### src/design/erc_pkg.sv
// shared types, wiring tables and mod-26 helpers for the rotor cipher
`default_nettype none

package erc_pkg;

    localparam int LETTERS = 26;
    localparam logic [5:0] LETTERS_W = 6'(LETTERS);
    localparam logic [7:0] CHAR_A = 8'd65;
    localparam logic [7:0] CHAR_Z = 8'd90;
    localparam int CFG_W = 60;
    localparam int PLUG_GROUP = 12;
    localparam int PLUG_HIGH_N = 2;

    typedef logic [4:0] t_letter;
    typedef logic [2:0] t_rsel;

    typedef enum logic [2:0] {
        REG_ROTOR_LEFT   = 3'd0,
        REG_ROTOR_MIDDLE = 3'd1,
        REG_ROTOR_RIGHT  = 3'd2,
        REG_START_POS    = 3'd3,
        REG_PLUG_LOW     = 3'd4,
        REG_PLUG_MID     = 3'd5,
        REG_PLUG_HIGH    = 3'd6
    } t_reg_idx;

    typedef struct packed {
        logic             en;
        t_reg_idx         idx;
        logic [CFG_W-1:0] data;
    } t_cfg_wr;

    typedef struct packed {
        t_rsel left;
        t_rsel middle;
        t_rsel right;
    } t_rotor_sel;

    // one queued item: classified code plus rotor positions after its step
    typedef struct packed {
        logic       letter;
        logic [7:0] code;
        t_letter    idx;
        t_letter    lpos;
        t_letter    mpos;
        t_letter    rpos;
    } t_job;

    typedef struct packed {
        t_job    job;
        t_letter sig;
    } t_work;

    typedef logic [8*LETTERS-1:0] t_wiring;

    localparam t_wiring FWD_TAB [5] = '{
        "EKMFLGDQVZNTOWYHXUSPAIBRCJ",
        "AJDKSIRUXBLHWTMCQGZNPYFVOE",
        "BDFHJLCPRTXVZNYEIWGAKMUSQO",
        "ESOVPZJAYQUIRHXLNFTGKDCMWB",
        "VZBRGITYUPSDNHLXAWMJQOFECK"
    };

    // inverse wirings for the return path
    localparam t_wiring INV_TAB [5] = '{
        "UWYGADFPVZBECKMTHXSLRINQOJ",
        "AJPCZWRLFBDKOTYUQGENHXMIVS",
        "TAGBPCSDQEUFVNZHYIXJWLRKOM",
        "HZWVARTNLGUPXQCEJMBSKDYOIF",
        "QCYLXWENFTZOSMVJUDKGIARPHB"
    };

    localparam t_wiring REFL_TAB = "YRUHQSLDPXNGOKMIEBFZCWVJAT";

    localparam t_letter NOTCH_TAB [5] = '{5'd16, 5'd4, 5'd21, 5'd9, 5'd25};

    function automatic t_rsel sel_rotor(logic [2:0] rtype);
        t_rsel s;
        if (rtype == 3'd0) s = 3'd0;
        else if (rtype > 3'd5) s = 3'd4;
        else s = rtype - 3'd1;
        return s;
    endfunction

    function automatic t_letter add_mod(t_letter a, t_letter b);
        logic [5:0] sum;
        sum = {1'b0, a} + {1'b0, b};
        if (sum >= LETTERS_W) sum = sum - LETTERS_W;
        return sum[4:0];
    endfunction

    function automatic t_letter sub_mod(t_letter a, t_letter b);
        logic [5:0] d;
        d = {1'b0, a} + LETTERS_W - {1'b0, b};
        if (d >= LETTERS_W) d = d - LETTERS_W;
        return d[4:0];
    endfunction

    function automatic t_letter red_mod(t_letter v);
        logic [5:0] w;
        w = {1'b0, v};
        if (w >= LETTERS_W) w = w - LETTERS_W;
        return w[4:0];
    endfunction

    function automatic t_letter char_lookup(t_wiring tab, t_letter idx);
        logic [7:0] ch;
        ch = CHAR_A;
        if ({1'b0, idx} < LETTERS_W) ch = tab[8*(LETTERS-1-int'(idx)) +: 8];
        return t_letter'(ch - CHAR_A);
    endfunction

    // plug entry k in 1..26 maps the letter to letter k-1, anything else is unplugged
    function automatic t_letter plug_dec(t_letter e, t_letter letter);
        t_letter r;
        if (e >= 5'd1 && {1'b0, e} <= LETTERS_W) r = e - 5'd1;
        else r = letter;
        return r;
    endfunction

endpackage

`default_nettype wire

### src/design/erc_front.sv
// front end: takes characters, steps the rotors and queues classified items
`default_nettype none

module erc_front
    import erc_pkg::*;
(
    input  wire logic       i_clk,
    input  wire logic       i_rst_n,
    input  wire logic       i_valid,
    output logic            o_ready,
    input  wire logic [7:0] i_char_code,
    input  wire t_cfg_wr    i_cfg,
    input  wire t_rotor_sel i_rsel,
    input  wire logic       i_q_ready,
    output logic            o_push,
    output t_job            o_job
);

    t_letter r_lpos, r_mpos, r_rpos;
    t_letter n_lpos, n_mpos, n_rpos;
    logic    is_letter, mid_notch, right_notch, accept;

    assign accept    = i_valid && i_q_ready;
    assign is_letter = (i_char_code >= CHAR_A) && (i_char_code <= CHAR_Z);
    assign mid_notch   = (r_mpos == NOTCH_TAB[i_rsel.middle]);
    assign right_notch = (r_rpos == NOTCH_TAB[i_rsel.right]);

    always_comb begin
        n_lpos = r_lpos;
        n_mpos = r_mpos;
        n_rpos = r_rpos;
        if (is_letter) begin
            // double step: a middle rotor at its notch carries the left one with it
            if (mid_notch) begin
                n_lpos = add_mod(r_lpos, 5'd1);
                n_mpos = add_mod(r_mpos, 5'd1);
            end else if (right_notch) begin
                n_mpos = add_mod(r_mpos, 5'd1);
            end
            n_rpos = add_mod(r_rpos, 5'd1);
        end
    end

    always_ff @(posedge i_clk) begin
        if (!i_rst_n) begin
            r_lpos <= '0;
            r_mpos <= '0;
            r_rpos <= '0;
        end else if (i_cfg.en && i_cfg.idx == REG_START_POS) begin
            r_lpos <= red_mod(i_cfg.data[4:0]);
            r_mpos <= red_mod(i_cfg.data[9:5]);
            r_rpos <= red_mod(i_cfg.data[14:10]);
        end else if (accept) begin
            r_lpos <= n_lpos;
            r_mpos <= n_mpos;
            r_rpos <= n_rpos;
        end
    end

    assign o_ready      = i_q_ready;
    assign o_push       = accept;
    assign o_job.letter = is_letter;
    assign o_job.code   = i_char_code;
    assign o_job.idx    = is_letter ? t_letter'(i_char_code - CHAR_A) : '0;
    assign o_job.lpos   = n_lpos;
    assign o_job.mpos   = n_mpos;
    assign o_job.rpos   = n_rpos;

    a_pos_range: assert property (@(posedge i_clk) disable iff (!i_rst_n)
        ({1'b0, r_lpos} < LETTERS_W) && ({1'b0, r_mpos} < LETTERS_W)
            && ({1'b0, r_rpos} < LETTERS_W))
        else $error("rotor position out of range");

endmodule

`default_nettype wire

### src/design/erc_queue.sv
// short item queue between the front end and the cipher pipeline
`default_nettype none

module erc_queue
    import erc_pkg::*;
#(
    parameter int DEPTH = 4
) (
    input  wire logic i_clk,
    input  wire logic i_rst_n,
    input  wire logic i_push,
    input  wire t_job i_job,
    output logic      o_ready,
    output logic      o_valid,
    input  wire logic i_pop,
    output t_job      o_job
);

    localparam int PTR_W = (DEPTH > 1) ? $clog2(DEPTH) : 1;
    localparam int CNT_W = $clog2(DEPTH + 1);
    localparam logic [PTR_W-1:0] LAST = PTR_W'(DEPTH - 1);
    localparam logic [CNT_W-1:0] FULL = CNT_W'(DEPTH);

    t_job             r_mem [DEPTH];
    logic [PTR_W-1:0] r_wr, r_rd;
    logic [CNT_W-1:0] r_cnt;
    logic             do_push, do_pop;

    assign o_ready = (r_cnt != FULL);
    assign o_valid = (r_cnt != '0);
    assign do_push = i_push && o_ready;
    assign do_pop  = i_pop && o_valid;
    assign o_job   = r_mem[r_rd];

    always_ff @(posedge i_clk) begin
        if (do_push) begin
            r_mem[r_wr] <= i_job;
        end
    end

    always_ff @(posedge i_clk) begin
        if (!i_rst_n) begin
            r_wr  <= '0;
            r_rd  <= '0;
            r_cnt <= '0;
        end else begin
            if (do_push) r_wr <= (r_wr == LAST) ? '0 : r_wr + 1'b1;
            if (do_pop)  r_rd <= (r_rd == LAST) ? '0 : r_rd + 1'b1;
            if (do_push && !do_pop)      r_cnt <= r_cnt + 1'b1;
            else if (do_pop && !do_push) r_cnt <= r_cnt - 1'b1;
        end
    end

    a_no_overflow: assert property (@(posedge i_clk) disable iff (!i_rst_n)
        r_cnt <= FULL)
        else $error("queue fill count above depth");

endmodule

`default_nettype wire

### src/design/erc_back.sv
// back end: plugboard, rotor and reflector passes, one per pipeline stage
`default_nettype none

module erc_back
    import erc_pkg::*;
(
    input  wire logic       i_clk,
    input  wire logic       i_rst_n,
    input  wire t_cfg_wr    i_cfg,
    input  wire t_rotor_sel i_rsel,
    input  wire logic       i_q_valid,
    input  wire t_job       i_job,
    output logic            o_pop,
    output logic            o_valid,
    input  wire logic       i_ready,
    output logic [7:0]      o_out_code,
    output logic [4:0]      o_left_position,
    output logic [4:0]      o_middle_position,
    output logic [4:0]      o_right_position
);

    localparam int ST_PLUG_IN  = 0;
    localparam int ST_FWD_R    = 1;
    localparam int ST_FWD_M    = 2;
    localparam int ST_FWD_L    = 3;
    localparam int ST_REFLECT  = 4;
    localparam int ST_BACK_L   = 5;
    localparam int ST_BACK_M   = 6;
    localparam int ST_BACK_R   = 7;
    localparam int ST_PLUG_OUT = 8;
    localparam int NSTG        = 9;

    t_letter          r_plug_in  [LETTERS];
    t_letter          r_plug_out [LETTERS];
    t_work            r_stg [NSTG];
    t_work            n_stg [NSTG];
    logic [NSTG-1:0]  r_vld;
    logic             adv;

    // the whole pipeline moves when the output register is free or taken
    assign adv   = !r_vld[NSTG-1] || i_ready;
    assign o_pop = adv && i_q_valid;

    // plugboard copies, one for the entry pass and one for the exit pass
    always_ff @(posedge i_clk) begin
        if (!i_rst_n) begin
            for (int i = 0; i < LETTERS; i++) begin
                r_plug_in[i]  <= t_letter'(i);
                r_plug_out[i] <= t_letter'(i);
            end
        end else if (i_cfg.en) begin
            case (i_cfg.idx)
                REG_PLUG_LOW: begin
                    for (int i = 0; i < PLUG_GROUP; i++) begin
                        r_plug_in[i]  <= plug_dec(i_cfg.data[5*i +: 5], t_letter'(i));
                        r_plug_out[i] <= plug_dec(i_cfg.data[5*i +: 5], t_letter'(i));
                    end
                end
                REG_PLUG_MID: begin
                    for (int i = 0; i < PLUG_GROUP; i++) begin
                        r_plug_in[PLUG_GROUP+i] <=
                            plug_dec(i_cfg.data[5*i +: 5], t_letter'(PLUG_GROUP + i));
                        r_plug_out[PLUG_GROUP+i] <=
                            plug_dec(i_cfg.data[5*i +: 5], t_letter'(PLUG_GROUP + i));
                    end
                end
                REG_PLUG_HIGH: begin
                    for (int i = 0; i < PLUG_HIGH_N; i++) begin
                        r_plug_in[2*PLUG_GROUP+i] <=
                            plug_dec(i_cfg.data[5*i +: 5], t_letter'(2*PLUG_GROUP + i));
                        r_plug_out[2*PLUG_GROUP+i] <=
                            plug_dec(i_cfg.data[5*i +: 5], t_letter'(2*PLUG_GROUP + i));
                    end
                end
                default: ;
            endcase
        end
    end

    always_comb begin
        t_work w;
        t_letter pin;
        w.job = i_job;
        w.sig = r_plug_in[i_job.idx];
        n_stg[ST_PLUG_IN] = w;
        for (int k = 1; k < NSTG; k++) begin
            w = r_stg[k-1];
            pin = '0;
            case (k)
                ST_FWD_R: begin
                    pin   = add_mod(w.sig, w.job.rpos);
                    w.sig = sub_mod(char_lookup(FWD_TAB[i_rsel.right], pin), w.job.rpos);
                end
                ST_FWD_M: begin
                    pin   = add_mod(w.sig, w.job.mpos);
                    w.sig = sub_mod(char_lookup(FWD_TAB[i_rsel.middle], pin), w.job.mpos);
                end
                ST_FWD_L: begin
                    pin   = add_mod(w.sig, w.job.lpos);
                    w.sig = sub_mod(char_lookup(FWD_TAB[i_rsel.left], pin), w.job.lpos);
                end
                ST_REFLECT: begin
                    w.sig = char_lookup(REFL_TAB, w.sig);
                end
                ST_BACK_L: begin
                    pin   = add_mod(w.sig, w.job.lpos);
                    w.sig = sub_mod(char_lookup(INV_TAB[i_rsel.left], pin), w.job.lpos);
                end
                ST_BACK_M: begin
                    pin   = add_mod(w.sig, w.job.mpos);
                    w.sig = sub_mod(char_lookup(INV_TAB[i_rsel.middle], pin), w.job.mpos);
                end
                ST_BACK_R: begin
                    pin   = add_mod(w.sig, w.job.rpos);
                    w.sig = sub_mod(char_lookup(INV_TAB[i_rsel.right], pin), w.job.rpos);
                end
                ST_PLUG_OUT: begin
                    // non-letters keep their code untouched
                    if (w.job.letter) begin
                        w.job.code = CHAR_A + {3'b000, r_plug_out[w.sig]};
                    end
                end
                default: ;
            endcase
            n_stg[k] = w;
        end
    end

    always_ff @(posedge i_clk) begin
        if (adv) begin
            for (int k = 0; k < NSTG; k++) begin
                r_stg[k] <= n_stg[k];
            end
        end
    end

    always_ff @(posedge i_clk) begin
        if (!i_rst_n) begin
            r_vld <= '0;
        end else if (adv) begin
            r_vld <= {r_vld[NSTG-2:0], i_q_valid};
        end
    end

    assign o_valid           = r_vld[NSTG-1];
    assign o_out_code        = r_stg[NSTG-1].job.code;
    assign o_left_position   = r_stg[NSTG-1].job.lpos;
    assign o_middle_position = r_stg[NSTG-1].job.mpos;
    assign o_right_position  = r_stg[NSTG-1].job.rpos;

    a_letter_out: assert property (@(posedge i_clk) disable iff (!i_rst_n)
        (r_vld[NSTG-1] && r_stg[NSTG-1].job.letter)
            |-> (r_stg[NSTG-1].job.code >= CHAR_A && r_stg[NSTG-1].job.code <= CHAR_Z))
        else $error("enciphered item is not a capital letter");

    a_stall_hold: assert property (@(posedge i_clk) disable iff (!i_rst_n)
        (r_vld[NSTG-1] && !i_ready) |=> (r_vld[NSTG-1] && $stable(r_vld)))
        else $error("pipeline moved while output stalled");

endmodule

`default_nettype wire

### src/design/enigma_rotor_cipher.sv
// top level of the three-rotor cipher: config registers, front end, queue, pipeline
//
//  port group   dir  handshake          payload
//  input item   in   i_valid / o_ready  i_char_code
//  result item  out  o_valid / i_ready  o_out_code, o_left/middle/right_position
//  config       in   i_cfg_we           i_cfg_idx, i_cfg_data
//
// one item per cycle sustained while i_ready is held high; an accepted item is first
// written into the queue, then passes through the nine pipeline stages to o_valid
// rotor stepping is done at acceptance, so the next item can follow at once
// synchronous active-low reset zeroes positions, sets rotor types I, II, III
// and makes the plugboard straight through
// a stalled output freezes the pipeline; the queue keeps taking items until full
`default_nettype none

module enigma_rotor_cipher
    import erc_pkg::*;
#(
    parameter int QUEUE_DEPTH = 4
) (
    input  wire logic        i_clk,
    input  wire logic        i_rst_n,
    input  wire logic        i_valid,
    output logic             o_ready,
    input  wire logic [7:0]  i_char_code,
    output logic             o_valid,
    input  wire logic        i_ready,
    output logic [7:0]       o_out_code,
    output logic [4:0]       o_left_position,
    output logic [4:0]       o_middle_position,
    output logic [4:0]       o_right_position,
    input  wire logic        i_cfg_we,
    input  wire logic [2:0]  i_cfg_idx,
    input  wire logic [59:0] i_cfg_data
);

    logic [2:0] r_rotor_left, r_rotor_middle, r_rotor_right;
    t_cfg_wr    cfg;
    t_rotor_sel rsel;
    logic       push, q_ready, q_valid, pop;
    t_job       push_job, head_job;

    assign cfg.en   = i_cfg_we;
    assign cfg.idx  = t_reg_idx'(i_cfg_idx);
    assign cfg.data = i_cfg_data;

    always_ff @(posedge i_clk) begin
        if (!i_rst_n) begin
            r_rotor_left   <= 3'd1;
            r_rotor_middle <= 3'd2;
            r_rotor_right  <= 3'd3;
        end else if (cfg.en) begin
            unique case (cfg.idx)
                REG_ROTOR_LEFT:   r_rotor_left   <= cfg.data[2:0];
                REG_ROTOR_MIDDLE: r_rotor_middle <= cfg.data[2:0];
                REG_ROTOR_RIGHT:  r_rotor_right  <= cfg.data[2:0];
                default: ;
            endcase
        end
    end

    assign rsel.left   = sel_rotor(r_rotor_left);
    assign rsel.middle = sel_rotor(r_rotor_middle);
    assign rsel.right  = sel_rotor(r_rotor_right);

    erc_front u_front (
        .i_clk       (i_clk),
        .i_rst_n     (i_rst_n),
        .i_valid     (i_valid),
        .o_ready     (o_ready),
        .i_char_code (i_char_code),
        .i_cfg       (cfg),
        .i_rsel      (rsel),
        .i_q_ready   (q_ready),
        .o_push      (push),
        .o_job       (push_job)
    );

    erc_queue #(
        .DEPTH (QUEUE_DEPTH)
    ) u_queue (
        .i_clk   (i_clk),
        .i_rst_n (i_rst_n),
        .i_push  (push),
        .i_job   (push_job),
        .o_ready (q_ready),
        .o_valid (q_valid),
        .i_pop   (pop),
        .o_job   (head_job)
    );

    erc_back u_back (
        .i_clk             (i_clk),
        .i_rst_n           (i_rst_n),
        .i_cfg             (cfg),
        .i_rsel            (rsel),
        .i_q_valid         (q_valid),
        .i_job             (head_job),
        .o_pop             (pop),
        .o_valid           (o_valid),
        .i_ready           (i_ready),
        .o_out_code        (o_out_code),
        .o_left_position   (o_left_position),
        .o_middle_position (o_middle_position),
        .o_right_position  (o_right_position)
    );

endmodule

`default_nettype wire

### config.mk
export PLATFORM = sky130hd
export DESIGN_NAME = enigma_rotor_cipher
export DESIGN_NICKNAME = d
export VERILOG_FILES = /design/src/design/erc_pkg.sv /design/src/design/erc_front.sv /design/src/design/erc_queue.sv /design/src/design/erc_back.sv /design/src/design/enigma_rotor_cipher.sv
export SDC_FILE = /design/constraint.sdc
export NUM_CORES = 2
export LEC_CHECK = 0
export BUFFER_PORTS_ARGS = -buffer_cell sky130_fd_sc_hd__buf_4
export CAP_MARGIN = 20
export CELL_PAD_IN_SITES_DETAIL_PLACEMENT = 0
export CELL_PAD_IN_SITES_GLOBAL_PLACEMENT = 2
export CORE_MARGIN = 4
export CORE_UTILIZATION = 43
export DETAILED_ROUTE_END_ITERATION = 8
export PLACE_DENSITY_LB_ADDON = 0.3
export RECOVER_POWER = 25
export SYNTH_ARGS = -nofsm -noshare
export SYNTH_HDL_FRONTEND = slang
export SYNTH_SLANG_ARGS = --single-unit
### constraint.sdc
create_clock -name i_clk -period 10.01 [get_ports i_clk]
set_input_delay 0.5005 -clock i_clk [delete_from_list [all_inputs] [get_ports i_clk]]
set_output_delay 0.5005 -clock i_clk [all_outputs]
set_load 0.005 [all_outputs]
======== After elaboration in Yosys (flattened, before gate mapping) ========
Memories as Yosys holds them, arrays and structs flattened. A register that Yosys moved wholly into a read port is not among the register bits.
Cells that the tools add are included.
word-level totals
  output and inout bits ................... 25
  register bits ........................... 40
  memory bits (writable) .................. 682
  ROM bits ................................ 10064
  word-level logic and storage cells ...... 500
  bits of input ports ..................... 76
  memories kept ........................... 12
  latch bits .............................. 0
operators by class
  bitwise logic cells ..................... 55
  $add $sub $neg .......................... 74
  multiplexer cells ....................... 240
  $lt $le $gt $ge ......................... 57
  $mul .................................... 0
  shifts and indexed selects .............. 7
  div/mod/pow operators ................... 0
  reductions and logical operators ........ 34
  eq/ne operators ......................... 11
memories
  name              words  bits a word  read ports  clocked after memory_dff  write ports  line             RTL
  (name not given)  8      208          1           0                         0            erc_back.sv:115  w.sig = sub_mod(char_lookup(INV_TAB[i_rsel.right], pin), w.job.rpos);
  (name not given)  8      208          1           0                         0            erc_back.sv:92   w.sig = sub_mod(char_lookup(FWD_TAB[i_rsel.right], pin), w.job.rpos);
  (name not given)  8      208          1           0                         0            erc_back.sv:96   w.sig = sub_mod(char_lookup(FWD_TAB[i_rsel.middle], pin), w.job.mpos);
  (name not given)  8      208          1           0                         0            erc_back.sv:100  w.sig = sub_mod(char_lookup(FWD_TAB[i_rsel.left], pin), w.job.lpos);
  (name not given)  8      208          1           0                         0            erc_back.sv:107  w.sig = sub_mod(char_lookup(INV_TAB[i_rsel.left], pin), w.job.lpos);
  (name not given)  8      208          1           0                         0            erc_back.sv:111  w.sig = sub_mod(char_lookup(INV_TAB[i_rsel.middle], pin), w.job.mpos);
  6 more memories   -      -            -           -                         -            -
operators by type and width
  cell                                                                            count
  208-bit 2-to-1 mux                                                              12
  208-bit by 9-bit variable part select with 5-bit output                         6
  5-bit 2-to-1 mux                                                                198
  208-bit by 9-bit variable part select with 5-bit output (first input constant)  1
  5-bit by 1-bit subtractor with 5-bit output (second input constant)             20
  6-bit by 5-bit >= comparator with 1-bit output (second input constant)          15
  5-bit subtractor (second input constant)                                        18
  5-bit by 1-bit >= comparator with 1-bit output (second input constant)          12
  5-bit less-or-equal comparator (second input constant)                          12
  1-bit OR                                                                        52
  5-bit by 5-bit subtractor with 6-bit output (first input constant)              7
  5-bit by 5-bit adder with 6-bit output                                          6
  5-bit by 5-bit adder with 6-bit output (second input constant)                  6
  6-bit by 5-bit subtractor with 6-bit output                                     6
  5-bit less-than comparator (second input constant)                              7
  3-bit 2-to-1 mux                                                                8
  1-bit logical AND                                                               20
  5-bit by 1-bit adder with 6-bit output (second input constant)                  3
  1-bit 2-to-1 mux                                                                17
  5-bit >= comparator (second input constant)                                     3
  4-bit >= comparator (second input constant)                                     3
  3-bit zero test                                                                 4
  3-bit NOT with 4-bit output                                                     3
  3-bit by 1-bit subtractor with 3-bit output (second input constant)             4
  19 further kinds                                                                35

======== Depth between registers and ports, before layout ========
  depth in word-level cells ............... 14
  gate-level depth with buffers ........... 34
  mapped depth without buffers ............ 31

======== By module ========
A second synthesis with hierarchy kept.
unflattened totals
  cells, all modules ...................... 3694
  area total of the unflattened synthesis .. 37923.9 um^2
modules (own cells, without submodules)
  module               instances  seq. area each (um^2)  area an instance (um^2)  cells each
  erc_back             1          11741.3                30126.4                  3072
  erc_queue            1          3663.5                 4665.7                   202
  erc_front            1          300.3                  2437.3                   345
  enigma_rotor_cipher  1          180.2                  694.4                    75

======== Worst setup path after synthesis ========
OpenSTA, ideal clock, no wires.
  kind .................................... input -> register
  start ................................... in i_ready
  end ..................................... reg u_queue.r_cnt[2]
  arrival time ............................ 9.014 ns
  setup time .............................. 0.070 ns
  stages .................................. 10
  path slack .............................. 0.926 ns
  cells stage by stage .................... nor2b_1 -> clkbuf_1 -> clkinv_1 -> o31ai_1 -> ha_1 -> inv_1 -> fa_1 -> xor2_1 -> or3_1 -> a21oi_1
between the ends
  word-level cells in the longest chain between the ends .. 6
  elaborated cells on any way between the ends .. 8
  classes of those cells .................. mux (1); reduce/logical (7)
ends and longest elaborated chain
  element                                                 line                       RTL
  start: declaration                                      enigma_rotor_cipher.sv:27  input wire logic i_ready,
  1-bit logical OR *                                      erc_back.sv:41             assign adv = !r_vld[NSTG-1] || i_ready;
  1-bit logical AND *                                     erc_back.sv:42             assign o_pop = adv && i_q_valid;
  1-bit logical AND *                                     erc_queue.sv:32            assign do_pop = i_pop && o_valid;
  1-bit zero test                                         erc_queue.sv:49            if (do_push && !do_pop) r_cnt <= r_cnt + 1'b1;
  1-bit logical AND                                       erc_queue.sv:49
  3-bit 2-to-1 mux or 2-bit nonzero test (tied branches)  -
  end signal: assignment                                  erc_queue.sv:49
  end signal: assignment                                  erc_queue.sv:50            else if (do_pop && !do_push) r_cnt <= r_cnt - 1'b1;
  end: declaration                                        erc_queue.sv:26            logic [CNT_W-1:0] r_cnt;
Every way passes the cells marked *; elsewhere a longest branch is shown, timed or not.
A chain may end at the register's enable or synchronous reset.

==> qor.yml <==
run_status:
  status: "complete, but fails checks"
  violations: "capacitance limit, slew limit"
synth:
  synth_top_flop_cell: "edfxtp_1"
  synth_top_family_by_area: "compound AO/OA/AOI/OAI gates"
  yosysTopAreaCell: "edfxtp_1"
  synth_xor_area_frac: 0.0386
  synth_area_per_cell_um2: 10.3
  ys_types: 107
  synth_fa_ha_area_frac: 0.0768
  synth_compound_area_frac: 0.173
  ys_seq_area_frac: 0.426
  ys_ff_latch: 543
  synth_area_leaders: "edfxtp_1 40%, ha_1 7.0%, mux4_2 6.8%"
  synth.top_cell.area_share: 0.403
  synth_nets: 3931
  async_flop_share: 0
  synth_edf_count: 501
  synthMuxAreaShare: 0.0995
  yosysWarnings: 0
  netlist_area_um2: 37300
  synth-simple-area-share: 0.142
  synthesis.instances: 3634
floorplan:
  initial_utilization: 0.436
  core_um2: 85500
  die_h_um: 302
  io_pins: 101
  num_rows: 107
  die_area_um2: 91500
  dieWidth_um: 302
final_layout:
  diodes: 0
  fin_nets: 3919
  final_cell_mix: "501 x edfxtp_1, 348 x nor2_1, 344 x nand2_1, 234 x a21oi_1, 207 x ha_1"
  layout-drive-gt1-share: 0.123
  layout_commonest_cell: "edfxtp_1"
  n_fill_cell: 7870
  area_growth_pct: 9.63
clock_tree:
  cts_root_buf: "clkbuf_16"
  post_cts_buffers: 0
  clkSinkCount: 543
  cts_tree: "built"
  clk_pin_slew_ps: 70
  cts_resized: 0
  cts_hold_buf: 0
  cts_buffers: 58
  clk_latency_ps: 650
  h-tree-depth: 2
  cts_buffer_depth: 3
timing:
  hold_viol: 0
  rsz0062_at_grt: "no"
  fin_skew_ps: 60.4
  fin_crit_sh: 0.833
  final_max_slew_viol_count: 107
  slew_headroom: -0.972
  tns_ps: 0
  finalCriticalPeriod_ps: 8340
  setup_violations: 0
  worst_pin_slew_ps: 2940
  fmax_mhz: 120
global_routing:
  gr-total-overflow: 0
  grtUsageTotal: 0.237
  grt_max_degree: 84
  grt_first_pass_wirelength_mm: 170
  antenna_found_initial: 0
  grt_pass1_vias: 28853
placed_design:
  portBuffers: 100
  gp_congestion: 0.872
  hpwl_mm: 80.0
worst_setup_path:
  cp_slowest_cell: "a21oi_1"
  cp-end-kind: "flip-flop"
  max_stage_delay_ps: 690
  crit_fanout: 29
  cp_common_cell: "ha_1"
  critPathArrivalTime_ps: 8660
  start_kind: "flip-flop"
  worstPathRequired_ps: 10330
  crit_type: "flip-flop to flip-flop"
detailed_routing:
  route.vias.total: 29687
  via_per_inst: 6.17
  drc: 0
  drtIter0Drc: 2513
  dr.pass1.iters: 5
  drt_wl_total_mm: 111
  postRouteAntennaNets: 0
  wl_per_cell_um: 23.1
flow_run:
  maxCapViolCount: 2
worst_hold_path:
  hold_path_class: "input port to flip-flop"
worst paths after layout:
kind	start	cells after the start	slack [ps]	end
max	u_back.r_stg[5][10]	29	1670	u_back.r_stg[6][3]
min	i_cfg_data[25]	2	130	u_back.r_plug_in[17][0]
max reg2reg	u_back.r_stg[5][10]	29	1670	u_back.r_stg[6][3]
min reg2reg	u_back.r_stg[0][14]	0	410	u_back.r_stg[1][14]
synth_stat cells (10+ instances only):
library cell / count
o2111ai_1: 11
buf_2: 21
mux4_2: 112
nand2b_1: 33
mux2_2: 31
o21a_1: 13
a21o_1: 40
a21oi_1: 234
or2_2: 16
nor4_1: 33
xor2_1: 53
nand2_1: 346
nand3_1: 87
nor3_1: 109
mux2i_1: 81
buf_1: 23
o21bai_1: 10
inv_1: 178
a31oi_1: 30
edfxtp_1: 501
o31ai_1: 19
a211oi_1: 65
o22ai_1: 33
and2_1: 18
nor2_1: 348
o211ai_1: 48
dfxtp_1: 42
o32ai_1: 15
a221oi_1: 11
fa_1: 13
a2111oi_0: 25
a211o_1: 19
xnor2_1: 95
nor2b_1: 47
nand4_1: 19
clkbuf_1: 159
o31a_1: 11
a311oi_1: 18
and3_1: 20
or3_1: 21
o21ai_0: 162
o221ai_1: 20
ha_1: 208
flip-flops by register name, indices dropped and copies added (netlist names), 5 cells and up, named ones only:
| name | count |
|---|---|
| u_back.r_vld | 9 |
| u_front.r_mpos | 5 |
| u_queue.r_mem | 116 |
| u_back.r_plug_in | 75 |
| u_front.r_rpos | 5 |
| u_front.r_lpos | 5 |
| u_back.r_plug_out | 55 |
| u_back.r_stg | 255 |
cell type report:
type	count	area, um^2	share of cell area
multi-input cells	2684	19800	0.484
flip-flops and latches	543	15900	0.389
clock buffers	63	1470	0.0360
well taps	1144	1430	0.0350
repair buffers	145	1040	0.0254
inverters	190	717	0.0175
clock inverters	46	533	0.0130
worst max-delay path: cells and delay by family (launching register included):
kind	cells	cell delay, ps
and+or+nand+nor	5	920
xor gates and xnor gates	4	1350
buffers and inverters	3	390
adders and majority gates	8	2420
DFF	1	470
AOI/OAI and AO/OA	9	2500
through the flow:
step	setup slack, ps	std cells	utilization	instance area (um^2)	hold WS, ps
floorplan	926	3634	-	37300	400
global placement	1710	4706	0.455	38900	400
detailed placement	1720	4706	0.455	38900	405
CTS	1700	4815	0.478	40900	36.3
global route	1230	4815	0.478	40900	125
finish	1670	4815	0.478	40900	131
cell families after synthesis:
kind of cell,after synthesis
xor+xnor,155
mux,226
fa+ha+maj,221
compound gates,935
buf+inv,407
simple gates,1147
flops,543
per-layer routing:
| metal | vias to the layer above | GRT usage | share of wire |
|---|---|---|---|
| met5 | - | 0 | 0 |
| met3 | 204 | 0.0307 | 0.065 |
| met1 | 14581 | 0.317 | 0.42 |
| met2 | 1184 | 0.404 | 0.48 |
| li1 | 13718 | - | - |
| met4 | 0 | 0.0718 | 0.031 |
Power is not shown: default switching activity piles up to over one toggle a cycle in this logic, so the estimate is an artifact.
